### config.mk
export PLATFORM = sky130hd
export DESIGN_NAME = calendar_date_shift
export DESIGN_NICKNAME = d
export VERILOG_FILES = /design/src/design/cds_pkg.sv /design/src/design/cds_ctrl.sv /design/src/design/cds_dpath.sv /design/src/design/calendar_date_shift.sv
export SDC_FILE = /design/constraint.sdc
export NUM_CORES = 1
export LEC_CHECK = 0
export BUFFER_PORTS_ARGS = -buffer_cell sky130_fd_sc_hd__buf_2
export CAP_MARGIN = 20
export CORE_MARGIN = 2
export CORE_UTILIZATION = 57
export DETAILED_ROUTE_END_ITERATION = 12
export HOLD_SLACK_MARGIN = 0.02
export PLACE_DENSITY = 0.92
export SYNTH_ARGS = -nofsm -noshare
export SYNTH_HDL_FRONTEND = slang
export SYNTH_HIERARCHICAL = 1
export SYNTH_SLANG_ARGS = --single-unit
### constraint.sdc
create_clock -name clk -period 3.6 [get_ports clk]
set_input_delay 0.18 -clock clk [delete_from_list [all_inputs] [get_ports clk]]
set_output_delay 0.18 -clock clk [all_outputs]
set_load 0.05 [all_outputs]
### src/design/cds_pkg.sv
// Shared types, constants and month-length function for the calendar date shifter
package cds_pkg;

  // Default width of the signed day offset
  localparam int DELTA_BITS_DEF = 17;

  // Supported year window and its internal offset encoding
  localparam int YEAR_MIN   = 2000;
  localparam int YEAR_MAX   = 2099;
  localparam int YOFF_W     = 7;
  localparam int YOFF_LAST  = YEAR_MAX - YEAR_MIN;
  localparam int MONTHS     = 12;
  localparam int LEAP_FEB   = 29;

  // Field widths fixed by the interface
  localparam int YEAR_IN_W  = 14;
  localparam int MD_IN_W    = 7;
  localparam int YEAR_OUT_W = 12;
  localparam int MON_W      = 4;
  localparam int DAY_W      = 5;

  // Month lengths in a common year, January first
  localparam logic [DAY_W-1:0] MONTH_LEN [MONTHS] = '{
    5'd31, 5'd28, 5'd31, 5'd30, 5'd31, 5'd30,
    5'd31, 5'd31, 5'd30, 5'd31, 5'd30, 5'd31
  };

  typedef enum logic [1:0] {
    ST_OK       = 2'd0,
    ST_BAD_DATE = 2'd1,
    ST_RANGE    = 2'd2
  } status_t;

  typedef enum logic [1:0] {
    S_IDLE,
    S_RUN,
    S_DONE
  } state_t;

  // Controller to datapath commands
  typedef struct packed {
    logic    load;
    logic    step;
    logic    finish;
    status_t code;
  } dp_cmd_t;

  // Datapath to controller status
  typedef struct packed {
    logic start_ok;
    logic left_zero;
    logic left_neg;
    logic at_end;
    logic at_begin;
  } dp_stat_t;

  // Days in a month; zero for a month code outside 1..12
  function automatic logic [DAY_W-1:0] month_days(input logic leap, input logic [MON_W-1:0] mon);
    logic [DAY_W-1:0] len;
    len = '0;
    if (mon >= MON_W'(1) && mon <= MON_W'(MONTHS)) begin
      len = MONTH_LEN[mon - MON_W'(1)];
      if (mon == MON_W'(2) && leap) begin
        len = DAY_W'(LEAP_FEB);
      end
    end
    return len;
  endfunction

endpackage

### src/design/cds_ctrl.sv
// Controller state machine for the calendar date shifter
module cds_ctrl
  import cds_pkg::*;
(
  input  logic     clk,
  input  logic     rst_n,
  input  logic     in_valid,
  output logic     in_ready,
  output logic     out_valid,
  input  logic     out_ready,
  input  dp_stat_t stat,
  output dp_cmd_t  cmd
);

  state_t state_r, state_nxt;

  // State register
  always_ff @(posedge clk) begin
    if (!rst_n) begin
      state_r <= S_IDLE;
    end else begin
      state_r <= state_nxt;
    end
  end

  // Next state and commands
  always_comb begin
    state_nxt = state_r;
    cmd       = '0;
    in_ready  = 1'b0;
    out_valid = 1'b0;
    unique case (state_r)
      S_IDLE: begin
        in_ready = 1'b1;
        if (in_valid) begin
          cmd.load  = 1'b1;
          state_nxt = S_RUN;
        end
      end
      S_RUN: begin
        priority if (!stat.start_ok) begin
          cmd.finish = 1'b1;
          cmd.code   = ST_BAD_DATE;
          state_nxt  = S_DONE;
        end else if (stat.left_zero) begin
          cmd.finish = 1'b1;
          cmd.code   = ST_OK;
          state_nxt  = S_DONE;
        end else if ((!stat.left_neg && stat.at_end) || (stat.left_neg && stat.at_begin)) begin
          // next day would fall outside the year window
          cmd.finish = 1'b1;
          cmd.code   = ST_RANGE;
          state_nxt  = S_DONE;
        end else begin
          cmd.step = 1'b1;
        end
      end
      S_DONE: begin
        out_valid = 1'b1;
        if (out_ready) begin
          state_nxt = S_IDLE;
        end
      end
      default: begin
        state_nxt = S_IDLE;
      end
    endcase
  end

endmodule

### src/design/cds_dpath.sv
// Datapath: start date check, day stepper and result register
module cds_dpath
  import cds_pkg::*;
#(
  parameter int DELTA_BITS = DELTA_BITS_DEF
) (
  input  logic                         clk,
  input  logic [YEAR_IN_W-1:0]         in_start_year,
  input  logic [MD_IN_W-1:0]           in_start_month,
  input  logic [MD_IN_W-1:0]           in_start_day,
  input  logic signed [DELTA_BITS-1:0] in_delta_days,
  input  dp_cmd_t                      cmd,
  output dp_stat_t                     stat,
  output logic [1:0]                   out_status,
  output logic [YEAR_OUT_W-1:0]        out_year,
  output logic [MON_W-1:0]             out_month,
  output logic [DAY_W-1:0]             out_day
);

  logic [YOFF_W-1:0]            yoff_r;
  logic [MON_W-1:0]             mon_r;
  logic [DAY_W-1:0]             day_r;
  logic signed [DELTA_BITS-1:0] left_r;
  logic                         start_ok_r;
  status_t                      status_r;

  logic             year_ok, mon_ok, day_ok, in_leap;
  logic [DAY_W-1:0] in_mdays;
  logic             cur_leap;
  logic [DAY_W-1:0] cur_mdays, prev_mdays;
  logic [MON_W-1:0] prev_mon;

  // Start date check on the incoming fields
  always_comb begin
    year_ok  = (in_start_year >= YEAR_IN_W'(YEAR_MIN)) && (in_start_year <= YEAR_IN_W'(YEAR_MAX));
    mon_ok   = (in_start_month >= MD_IN_W'(1)) && (in_start_month <= MD_IN_W'(MONTHS));
    // within the window, every year divisible by four is a leap year (2000 included)
    in_leap  = (in_start_year[1:0] == 2'b00);
    in_mdays = month_days(in_leap, in_start_month[MON_W-1:0]);
    day_ok   = (in_start_day != '0) && (in_start_day <= MD_IN_W'(in_mdays));
  end

  // Month lengths around the current date
  always_comb begin
    cur_leap   = (yoff_r[1:0] == 2'b00);
    cur_mdays  = month_days(cur_leap, mon_r);
    prev_mon   = (mon_r == MON_W'(1)) ? MON_W'(MONTHS) : mon_r - MON_W'(1);
    prev_mdays = month_days(cur_leap, prev_mon);
  end

  // Status towards the controller
  always_comb begin
    stat.start_ok  = start_ok_r;
    stat.left_zero = (left_r == '0);
    stat.left_neg  = left_r[DELTA_BITS-1];
    stat.at_end    = (yoff_r == YOFF_W'(YOFF_LAST)) && (mon_r == MON_W'(MONTHS)) &&
                     (day_r == DAY_W'(31));
    stat.at_begin  = (yoff_r == '0) && (mon_r == MON_W'(1)) && (day_r == DAY_W'(1));
  end

  // Date, offset and result registers
  always_ff @(posedge clk) begin
    if (cmd.load) begin
      start_ok_r <= year_ok && mon_ok && day_ok;
      yoff_r     <= YOFF_W'(in_start_year - YEAR_IN_W'(YEAR_MIN));
      mon_r      <= in_start_month[MON_W-1:0];
      day_r      <= in_start_day[DAY_W-1:0];
      left_r     <= in_delta_days;
    end else if (cmd.step) begin
      if (!left_r[DELTA_BITS-1]) begin
        // one day forward
        left_r <= left_r - DELTA_BITS'(1);
        if (day_r == cur_mdays) begin
          day_r <= DAY_W'(1);
          if (mon_r == MON_W'(MONTHS)) begin
            mon_r  <= MON_W'(1);
            yoff_r <= yoff_r + YOFF_W'(1);
          end else begin
            mon_r <= mon_r + MON_W'(1);
          end
        end else begin
          day_r <= day_r + DAY_W'(1);
        end
      end else begin
        // one day back
        left_r <= left_r + DELTA_BITS'(1);
        if (day_r == DAY_W'(1)) begin
          mon_r <= prev_mon;
          day_r <= prev_mdays;
          if (mon_r == MON_W'(1)) begin
            yoff_r <= yoff_r - YOFF_W'(1);
          end
        end else begin
          day_r <= day_r - DAY_W'(1);
        end
      end
    end
    if (cmd.finish) begin
      status_r <= cmd.code;
    end
  end

  // Result fields, zero unless the shift succeeded
  always_comb begin
    out_status = status_r;
    out_year   = '0;
    out_month  = '0;
    out_day    = '0;
    if (status_r == ST_OK) begin
      out_year  = YEAR_OUT_W'(YEAR_MIN) + YEAR_OUT_W'(yoff_r);
      out_month = mon_r;
      out_day   = day_r;
    end
  end

endmodule

### src/design/calendar_date_shift.sv
// Top level of the calendar date shifter: controller plus datapath
//
//   Channel  Handshake            Payload
//   in_      in_valid/in_ready    in_start_year, in_start_month, in_start_day, in_delta_days
//   out_     out_valid/out_ready  out_status, out_year, out_month, out_day
//
// One item at a time. A running item is stepped one day per cycle until its offset is
// used up; a shift that leaves the year window stops at the window edge. An invalid
// start date or a zero offset finishes without stepping. A result is held until its
// transfer out, and the next input is taken the cycle after. Reset (rst_n, synchronous)
// returns the controller to idle; no memory needs clearing.
module calendar_date_shift
  import cds_pkg::*;
#(
  parameter int DELTA_BITS = DELTA_BITS_DEF
) (
  input  logic                         clk,
  input  logic                         rst_n,
  input  logic                         in_valid,
  output logic                         in_ready,
  input  logic [YEAR_IN_W-1:0]         in_start_year,
  input  logic [MD_IN_W-1:0]           in_start_month,
  input  logic [MD_IN_W-1:0]           in_start_day,
  input  logic signed [DELTA_BITS-1:0] in_delta_days,
  output logic                         out_valid,
  input  logic                         out_ready,
  output logic [1:0]                   out_status,
  output logic [YEAR_OUT_W-1:0]        out_year,
  output logic [MON_W-1:0]             out_month,
  output logic [DAY_W-1:0]             out_day
);

  dp_cmd_t  cmd;
  dp_stat_t stat;

  cds_ctrl u_ctrl (
    .clk       (clk),
    .rst_n     (rst_n),
    .in_valid  (in_valid),
    .in_ready  (in_ready),
    .out_valid (out_valid),
    .out_ready (out_ready),
    .stat      (stat),
    .cmd       (cmd)
  );

  cds_dpath #(
    .DELTA_BITS (DELTA_BITS)
  ) u_dpath (
    .clk            (clk),
    .in_start_year  (in_start_year),
    .in_start_month (in_start_month),
    .in_start_day   (in_start_day),
    .in_delta_days  (in_delta_days),
    .cmd            (cmd),
    .stat           (stat),
    .out_status     (out_status),
    .out_year       (out_year),
    .out_month      (out_month),
    .out_day        (out_day)
  );

endmodule
Word level (Yosys, flattened, before mapping)
Memories as Yosys holds them, arrays and structs flattened. Index checks and enable logic that the tools add are counted.

Input port bits: 49. Word-level logic and storage cells: 145. Memories: 3. Memory bits (writable): 0. Memory bits (read-only): 240. Latch bits: 0. Output and inout port bits: 25. Bits in registers: 38.

Divide/modulo/power cells: 0. Bitwise gates (word level): 5. Magnitude comparators: 14. Multipliers: 0. Muxes and demuxes: 54. Shift-type cells: 0. Reductions and logical operators: 33. Eq/ne operators: 16. Add/subtract/negate cells: 12.

Memory list: (name not given) (words 16, bits a word 5, read ports 1, clocked after memory_dff 0, wr ports 0, line cds_pkg.sv:62) `len = MONTH_LEN[mon - MON_W'(1)];`; (name not given) (words 16, bits a word 5, read ports 1, clocked after memory_dff 0, wr ports 0, line cds_pkg.sv:62); (name not given) (words 16, bits a word 5, read ports 1, clocked after memory_dff 0, wr ports 0, line cds_pkg.sv:62).

Operator list (number): $mux W5 (18); $mux W17 (3); $mux W7 (7); $mux W4 (9); $add A17 B2 Y17 const B (1); $logic_and A1 B1 Y1 (17); $logic_not A17 Y1 (1); $sub A17 B2 Y17 const B (1); $ge A5 B5 Y1 const B (3); $not A4 Y5 (3); $ge A14 B11 Y1 const B (1); $le A14 B12 Y1 const B (1); $add A11 B7 Y12 const A (1); $eq A4 B2 Y1 const B (3); $ge A4 B1 Y1 const B (3); $le A4 B4 Y1 const B (3); $mux W12 (1); $sub A4 B1 Y4 const B (3); $mux W2 (5); $mux W3 (3); $logic_not A2 Y1 (4); $add A7 B1 Y7 const B (1); $eq A7 B7 Y1 const B (1); $ge A7 B1 Y1 const B (1); 29 further kinds (40).

Logic depth before layout (Yosys ltp)
Gate-level depths: netlist of run 1.

Word-level depth: 13. Mapped depth: 12.

Hierarchy
The synthesis of run 1 kept the hierarchy.

By module, submodules not included: cds_dpath (area an instance 3871.2 µm², cells an instance 453, seq. area each 1081.0 µm², instances 1); cds_ctrl (area an instance 148.9 µm², cells an instance 18, seq. area each 40.0 µm², instances 1).

Worst setup path before layout of run 1
Ideal clock, no wire load.

Path kind: reg-to-reg. Start point: register u_dpath.mon_r[0]. End point: register u_dpath.yoff_r[0], enable pin. Stages on the path, launching flop included: 13. Slack: 0.324 ns. Buffers on the path: 1. Arrival: 2.898 ns. Required time: 3.222 ns. Cells stage by stage: edfxtp_1 -> buf_2 -> inv_1 -> ha_1 -> nand3_1 -> nor3_1 -> mux2i_2 -> nand2_1 -> nor2_1 -> nor2_1 -> inv_1 -> nand2_1 -> o41ai_2.

RTL lines: from (decl) (line cds_dpath.sv:21) `logic [MON_W-1:0] mon_r;`; from (signal assigned) (line cds_dpath.sv:66) `mon_r <= in_start_month[MON_W-1:0];`; from (signal assigned) (line cds_dpath.sv:79) `mon_r <= mon_r + MON_W'(1);`; from (signal assigned) (line cds_dpath.sv:88) `mon_r <= prev_mon;`; to (signal assigned) (line cds_dpath.sv:65) `yoff_r <= YOFF_W'(in_start_year - YEAR_IN_W'(YEAR_MIN));`; to (signal assigned) (line cds_dpath.sv:77) `yoff_r <= yoff_r + YOFF_W'(1);`; to (signal assigned) (line cds_dpath.sv:91) `yoff_r <= yoff_r - YOFF_W'(1);`; to (decl) (line cds_dpath.sv:20) `logic [YOFF_W-1:0] yoff_r;`.

Final worst setup path of run 1
Start point: register u_dpath.mon_r[1]. End point: register u_dpath.yoff_r[1], enable pin.

Longest elaborated chain between the ends: 11. Elaborated cells on any way between the ends: 31.

RTL lines: parallel branches: the longest is 10 deep, another holds $mem_v2 Z16 W5; $reduce_and A5 Y1 (no source line) *.

Every way passes the cells marked *. The select of a mux whose other input is x is not followed. A chain may end at the register's enable or synchronous reset.

==> flow_metrics.py, run 1 <==
metrics = {
    "clock_tree": {
        "cts-root-buf": "clkbuf_8",
        "cts_buffer_depth": 2,
        "post-cts-setup-buffers": 0,
        "cts_sinks": 38,
        "insertion_delay_ns": 0.30,
        "ctsResizeCount": 0,
        "numCtsBuffers": 5,
        "path_clk_slew_ns": 0.08,
        "cts_tree": "yes",
        "cts_hold_buf": 0,
        "ctsHtreeMaxLevel": 2,
    },
    "sta": {
        "max_freq_ghz": 0.316,
        "skew_ns": 0.00652,
        "min_period_over_period_pct": 87.8,
        "tns_ns": 0,
        "hold_violations": 0,
        "rsz0062_at_grt": "false",
        "holdWs_ns": 0.100,
        "finalSetupViolCount": 0,
        "worstMarginPinSlew_ns": 0.648,
        "maxSlewViolCount": 0,
        "maxSlewHeadroom_pct": 56.3,
        "min_period_ns": 3.16,
    },
    "placed_design": {
        "numPortBuffers": 73,
        "gp_congestion": 0.963,
        "dp_hpwl_microns": 8050,
        "placed_cells": 628,
    },
    "yosys": {
        "synthFlopType": "edfxtp_1",
        "synth_most_common_cell": "nand2_1",
        "ys_top_cells_by_area": "edfxtp_1 27%, ha_1 13%, nand2_1 4.6%, o21ai_0 4.2%, a21oi_1 3.5%",
        "yosys.area.top_type": "edfxtp_1",
        "async_flop_share_pct": 0,
        "synth_cell_type_count": 75,
        "synth_top_area_share_pct": 26.9,
        "synth_edf_count": 36,
        "synthTopCellsByCount": "49 x nand2_1, 43 x ha_1, 36 x edfxtp_1",
        "syn_inst": 471,
        "yosysSeqAreaShare_pct": 27.9,
        "yosysWarnings": 6,
        "synth.net_count": 565,
        "avgSynthCellArea_sq_um": 8.54,
        "synth_area_sq_um": 4020,
        "ys_ff_latch": 38,
    },
    "routing": {
        "drt_wl_total_microns": 10500,
        "dr.pass1.iters": 6,
        "wire_per_inst_microns": 16.6,
        "via_count": 4019,
        "drc": 0,
        "drt_iter0_drc": 371,
        "drtAntennaViolNets": 0,
        "vias_per_cell": 6.32,
    },
    "global_routing": {
        "grt_max_degree": 41,
        "grtUsageTotal_pct": 27.6,
        "grt_pass1_wl_microns": 16800,
        "grt_pass1_vias": 3743,
        "grt-ovfl-total": 0,
        "antenna_found_initial": 0,
    },
    "floorplanning": {
        "fp.dieW_microns": 88.0,
        "core_area_sq_um": 6790,
        "chipHeight_microns": 88.0,
        "initial_core_util_pct": 59.2,
        "row_count": 30,
        "ios": 74,
        "die_area_sq_um": 7740,
    },
    "finish": {
        "area_growth_pct": 13.0,
        "drive_gt1_share_pct": 20.0,
        "seqCellArea_sq_um": 1120,
        "stdcell_count": 636,
        "multi_input_area_sq_um": 2710,
        "layout.nets": 633,
        "n_antenna_cell": 0,
        "fill_cells": 556,
    },
    "pwr": {
        "ir_drop_v": 0.000378,
        "power.leakage_uw": 0.00200,
        "powerDensity_nw_per_um2": 583,
    },
    "run_status": {
        "status": "finished, final reports clean",
    },
    "flow_run": {
        "max-cap-violations": 0,
    },
    "setup_path": {
        "path_class": "flop to flop",
        "required_ns": 3.61,
        "critPathArrivalTime_ns": 3.17,
        "rr_worst_depth": 9,
        "critPathCaptureType": "flop",
        "crit_path_start_kind": "flop",
        "crit_path_max_fanout": 14,
    },
    "min_path": {
        "min_path_cells": 2,
        "hp-class": "input pin to flop",
    },
}
layer usage:
metal	wire length (microns)	vias to the layer above	track usage, %
met5	0	-	0
met1	4110	1852	33.4
met3	951	32	4.15
met2	5190	243	49.2
met4	288	0	10.9
li1	-	1892	-
cell families (layout without fill, tap and decap cells):
| group | count (synthesis) | in the layout | synth area share (%) |
|---|---|---|---|
| adders and majority gates | 45 | 45 | 14.4 |
| buffers and inverters | 43 | 112 | 4.70 |
| muxes | 6 | 6 | 1.62 |
| DFF | 38 | 38 | 27.9 |
| AOI/OAI and AO/OA | 139 | 139 | 23.5 |
| xor gates and xnor gates | 21 | 21 | 4.58 |
| and+or+nand+nor | 179 | 179 | 23.3 |
cell type report:
class / instances / share of cell area (%)
tap: 96 / 2.64
clock buffer: 6 / 1.60
sequential: 38 / 24.7
clock inverter: 2 / 0.220
inverter: 24 / 1.98
multi-input combinational: 390 / 59.7
timing repair buffer: 80 / 9.20
worst max-delay path, cell delays in order, from the launching register on:
cell	delay, ns
edfxtp_1	0.53
inv_1	0.24
ha_1	0.46
or2b_1	0.32
a311o_1	0.33
o22a_1	0.23
nand3_1	0.14
nand3b_4	0.13
o41ai_2	0.29
buf_4	0.20
power breakdown:
part | internal [uW] | switching, uW
clock network | 134 | 157
logic | 643 | 952
registers | 653 | 111
flip-flops by register name (all words and copies together), names as in the netlist:
signal and flops:
u_dpath/start_ok_r 1, u_dpath/out_status 2, u_dpath/mon_r 4, u_dpath/left_r 17
u_dpath/yoff_r 7, u_ctrl/state_r 2, u_dpath/day_r 5
placed cells by master, fill, tap and decap left out, types with 10 or more instances in the layout:
cell	synthesis	final
nor3_1	22	22
inv_1	23	23
o21ai_0	34	34
a21oi_1	28	28
buf_2	4	73
xor2_1	13	13
edfxtp_1	36	36
a21o_1	10	10
ha_1	43	43
and2_1	11	10
nand3_1	10	10
nand2_1	49	49
nor2_1	32	32
final timing paths:
| check | start | to | slack, ns |
|---|---|---|---|
| min reg2reg | u_ctrl/state_r[1]$_SDFFE_PN0P_ | u_ctrl/state_r[0]$_SDFFE_PN0P_ | 0.48 |
| max | u_dpath/mon_r[1]$_DFFE_PP_ | u_dpath/yoff_r[1]$_DFFE_PP_ | 0.44 |
| min | rst_n | u_ctrl/state_r[1]$_SDFFE_PN0P_ | 0.10 |
| max reg2reg | u_dpath/mon_r[1]$_DFFE_PP_ | u_dpath/yoff_r[1]$_DFFE_PP_ | 0.44 |
metrics by stage:
step	area (sq um)	total power (uW)	worst slack [ns]	utilization, %
finish	4540	2650	0.439	66.9
global route	4540	2840	0.256	66.9
CTS	4540	2620	0.489	66.9
detailed placement	4460	2320	0.495	65.7
global placement	4460	2240	0.608	65.7
floorplan	4020	1970	0.324	-
Note: power is estimated with default switching activity, not from simulation.
==> inputs of run 2 (changes only) <==
BUFFER_PORTS_ARGS = -buffer_cell sky130_fd_sc_hd__clkbuf_2   (was -buffer_cell sky130_fd_sc_hd__buf_2)
==> run 2 against run 1 <==
Worst hold slack better by 0.0095 ns. Highest routed layer unchanged. Cell count did not move. Sequential share of layout area down 0.14 points. Flip-flop and latch count unchanged.
==> flow_metrics.py, run 2 (synthesis gave the netlist of run 1 again) <==
metrics = {
    "setup_path": {
        "path_class": "flop to flop",
        "path_delay_family": "compound AO/OA/AOI/OAI gates",
        "crit_path_start_kind": "flop",
        "r2r_start": "u_dpath/mon_r[1]$_DFFE_PP_",
        "required_ns": 3.61,
        "slowest_delay_ns": 0.54,
        "crit_end": "u_dpath/yoff_r[4]$_DFFE_PP_",
        "path_cells": "inv_1 > ha_1 > or2b_1 > a311o_1 > o22a_1 > nand3_1 > nand3b_4 > o41ai_2 > buf_4",
        "critPathCaptureType": "flop",
        "critPathArrivalTime_ns": 3.21,
        "crit_path_max_fanout": 14,
        "rr_worst_depth": 9,
        "worstReg2RegEnd": "u_dpath/yoff_r[4]$_DFFE_PP_",
        "critPathBufInv": 2,
        "cp.depth": 9,
        "cpMaxStageDelayCell": "edfxtp_1",
        "cp-startpoint": "u_dpath/mon_r[1]$_DFFE_PP_",
        "ff2ff_setup_slack_ns": 0.40,
    },
    "floorplanning": {
        "chipHeight_microns": 88.0,
        "die_area_sq_um": 7740,
        "ios": 74,
        "row_count": 30,
        "initial_core_util_pct": 59.2,
        "core_area_sq_um": 6790,
        "fp.dieW_microns": 88.0,
    },
    "routing": {
        "dr_wl_met3_microns": 794,
        "wl_met2_microns": 5240,
        "via_count": 4006,
        "drt_iter0_drc": 324,
        "routed.top_layer": "met4",
        "wire_per_inst_microns": 16.8,
        "m1WireLength_microns": 4260,
        "drt_wl_total_microns": 10700,
        "dr.pass1.iters": 5,
        "vias_per_cell": 6.30,
        "drc": 0,
        "drtAntennaViolNets": 0,
    },
    "placed_design": {
        "place_ws_ns": 0.470,
        "numPortBuffers": 73,
        "gp_congestion": 0.968,
        "dp_hpwl_microns": 8070,
    },
    "sta": {
        "min_period_over_period_pct": 88.8,
        "finalSetupViolCount": 0,
        "tns_ns": 0,
        "worstMarginPinSlew_ns": 0.717,
        "maxSlewViolCount": 0,
        "worst_slack_ns": 0.402,
        "min_period_ns": 3.20,
        "rsz0062_at_grt": "false",
        "hold_violations": 0,
        "maxSlewHeadroom_pct": 51.6,
        "max_freq_ghz": 0.313,
        "skew_ns": 0.00392,
    },
    "clock_tree": {
        "post-cts-setup-buffers": 0,
        "insertion_delay_ns": 0.29,
        "cts_buffer_depth": 2,
        "numCtsBuffers": 5,
        "cts_hold_buf": 0,
        "cts-root-buf": "clkbuf_8",
        "path_clk_slew_ns": 0.08,
        "cts_tree": "yes",
        "ctsHtreeMaxLevel": 2,
        "ctsResizeCount": 0,
        "cts_sinks": 38,
    },
    "global_routing": {
        "grtUsageTotal_pct": 28.7,
        "grt_pass1_vias": 3926,
        "grt-ovfl-total": 0,
        "grt_pass1_wl_microns": 17500,
        "antenna_found_initial": 0,
        "grt_max_degree": 41,
    },
    "pwr": {
        "power.leakage_uw": 0.00201,
        "ir_drop_v": 0.000441,
        "powerDensity_nw_per_um2": 599,
    },
    "finish": {
        "top_register": "u_dpath/left_r",
        "area_growth_pct": 13.7,
        "layout_commonest_cell": "clkbuf_2",
        "layout.nets": 633,
        "largest_register_ffs": 17,
        "n_antenna_cell": 0,
        "mostFrequentLayoutCells": "73 x clkbuf_2, 49 x nand2_1, 43 x ha_1, 36 x edfxtp_1, 34 x o21ai_0",
        "reg.largest.list": "u_dpath/left_r: 17 flops, u_dpath/yoff_r: 7 flops, u_dpath/day_r: 5 flops",
        "drive_gt1_share_pct": 20.2,
    },
    "flow_run": {
        "max-cap-violations": 0,
    },
    "min_path": {
        "hp-class": "input pin to flop",
    },
    "run_status": {
        "status": "finished, final reports clean",
    },
}
[run 2: changes by cell type in the layout (fill, tap and decap cells not counted)]
cell and change:
buf_2 -73, clkbuf_2 +73, bufinv_16 +1, clkbuf_1 -1
[run 2: worst min path at each step]
stage,startpoint,endpoint,cells past startpoint
floorplan,rst_n,u_ctrl/state_r[1]$_SDFFE_PN0P_,1
detailed placement,rst_n,u_ctrl/state_r[1]$_SDFFE_PN0P_,2
global placement,rst_n,u_ctrl/state_r[1]$_SDFFE_PN0P_,2
CTS,rst_n,u_ctrl/state_r[1]$_SDFFE_PN0P_,2
finish,rst_n,u_ctrl/state_r[1]$_SDFFE_PN0P_,2
global route,rst_n,u_ctrl/state_r[1]$_SDFFE_PN0P_,2
[run 2: per-stage QoR]
step	utilization [%]	hold slack, ns	std cells	total power [uW]	cell area [sq um]
4_1_cts	67.3	0.105	636	2710	4570
3_3_place_gp	65.7	0.405	628	2240	4460
6_report	67.3	0.110	636	2740	4570
3_5_place_dp	65.7	0.407	628	2320	4460
2_1_floorplan	-	0.298	471	1970	4020
5_1_grt	67.3	0.106	636	2940	4570
[run 2: report_power, final]
| group | switching [uW] | total (uW) | internal (uW) |
|---|---|---|---|
| combinational | 965 | 1610 | 643 |
| sequential | 112 | 766 | 653 |
| clock | 159 | 363 | 204 |
| total | 1240 | 2740 | 1500 |
[run 2: area by class of cell]
| type | count | area, sq um |
|---|---|---|
| inverter | 24 | 90.1 |
| tap | 96 | 120 |
| multi-input combinational | 390 | 2710 |
| fill | 537 | 2220 |
| clock inverter | 3 | 40.0 |
| clock buffer | 5 | 68.8 |
| timing repair buffer | 80 | 418 |
| sequential | 38 | 1120 |
[run 2: worst reg2reg max path, stage by stage (launching register included)]
cell,delay (ns)
edfxtp_1,0.54
inv_1,0.25
ha_1,0.48
or2b_1,0.33
a311o_1,0.34
o22a_1,0.23
nand3_1,0.13
nand3b_4,0.12
o41ai_2,0.30
buf_4,0.21
[run 2: layer usage]
metal / global-route usage (%) / vias up
met5: 0 / -
met4: 15.9 / 0
met3: 4.34 / 37
met2: 49.3 / 236
met1: 34.2 / 1842
li1: - / 1891
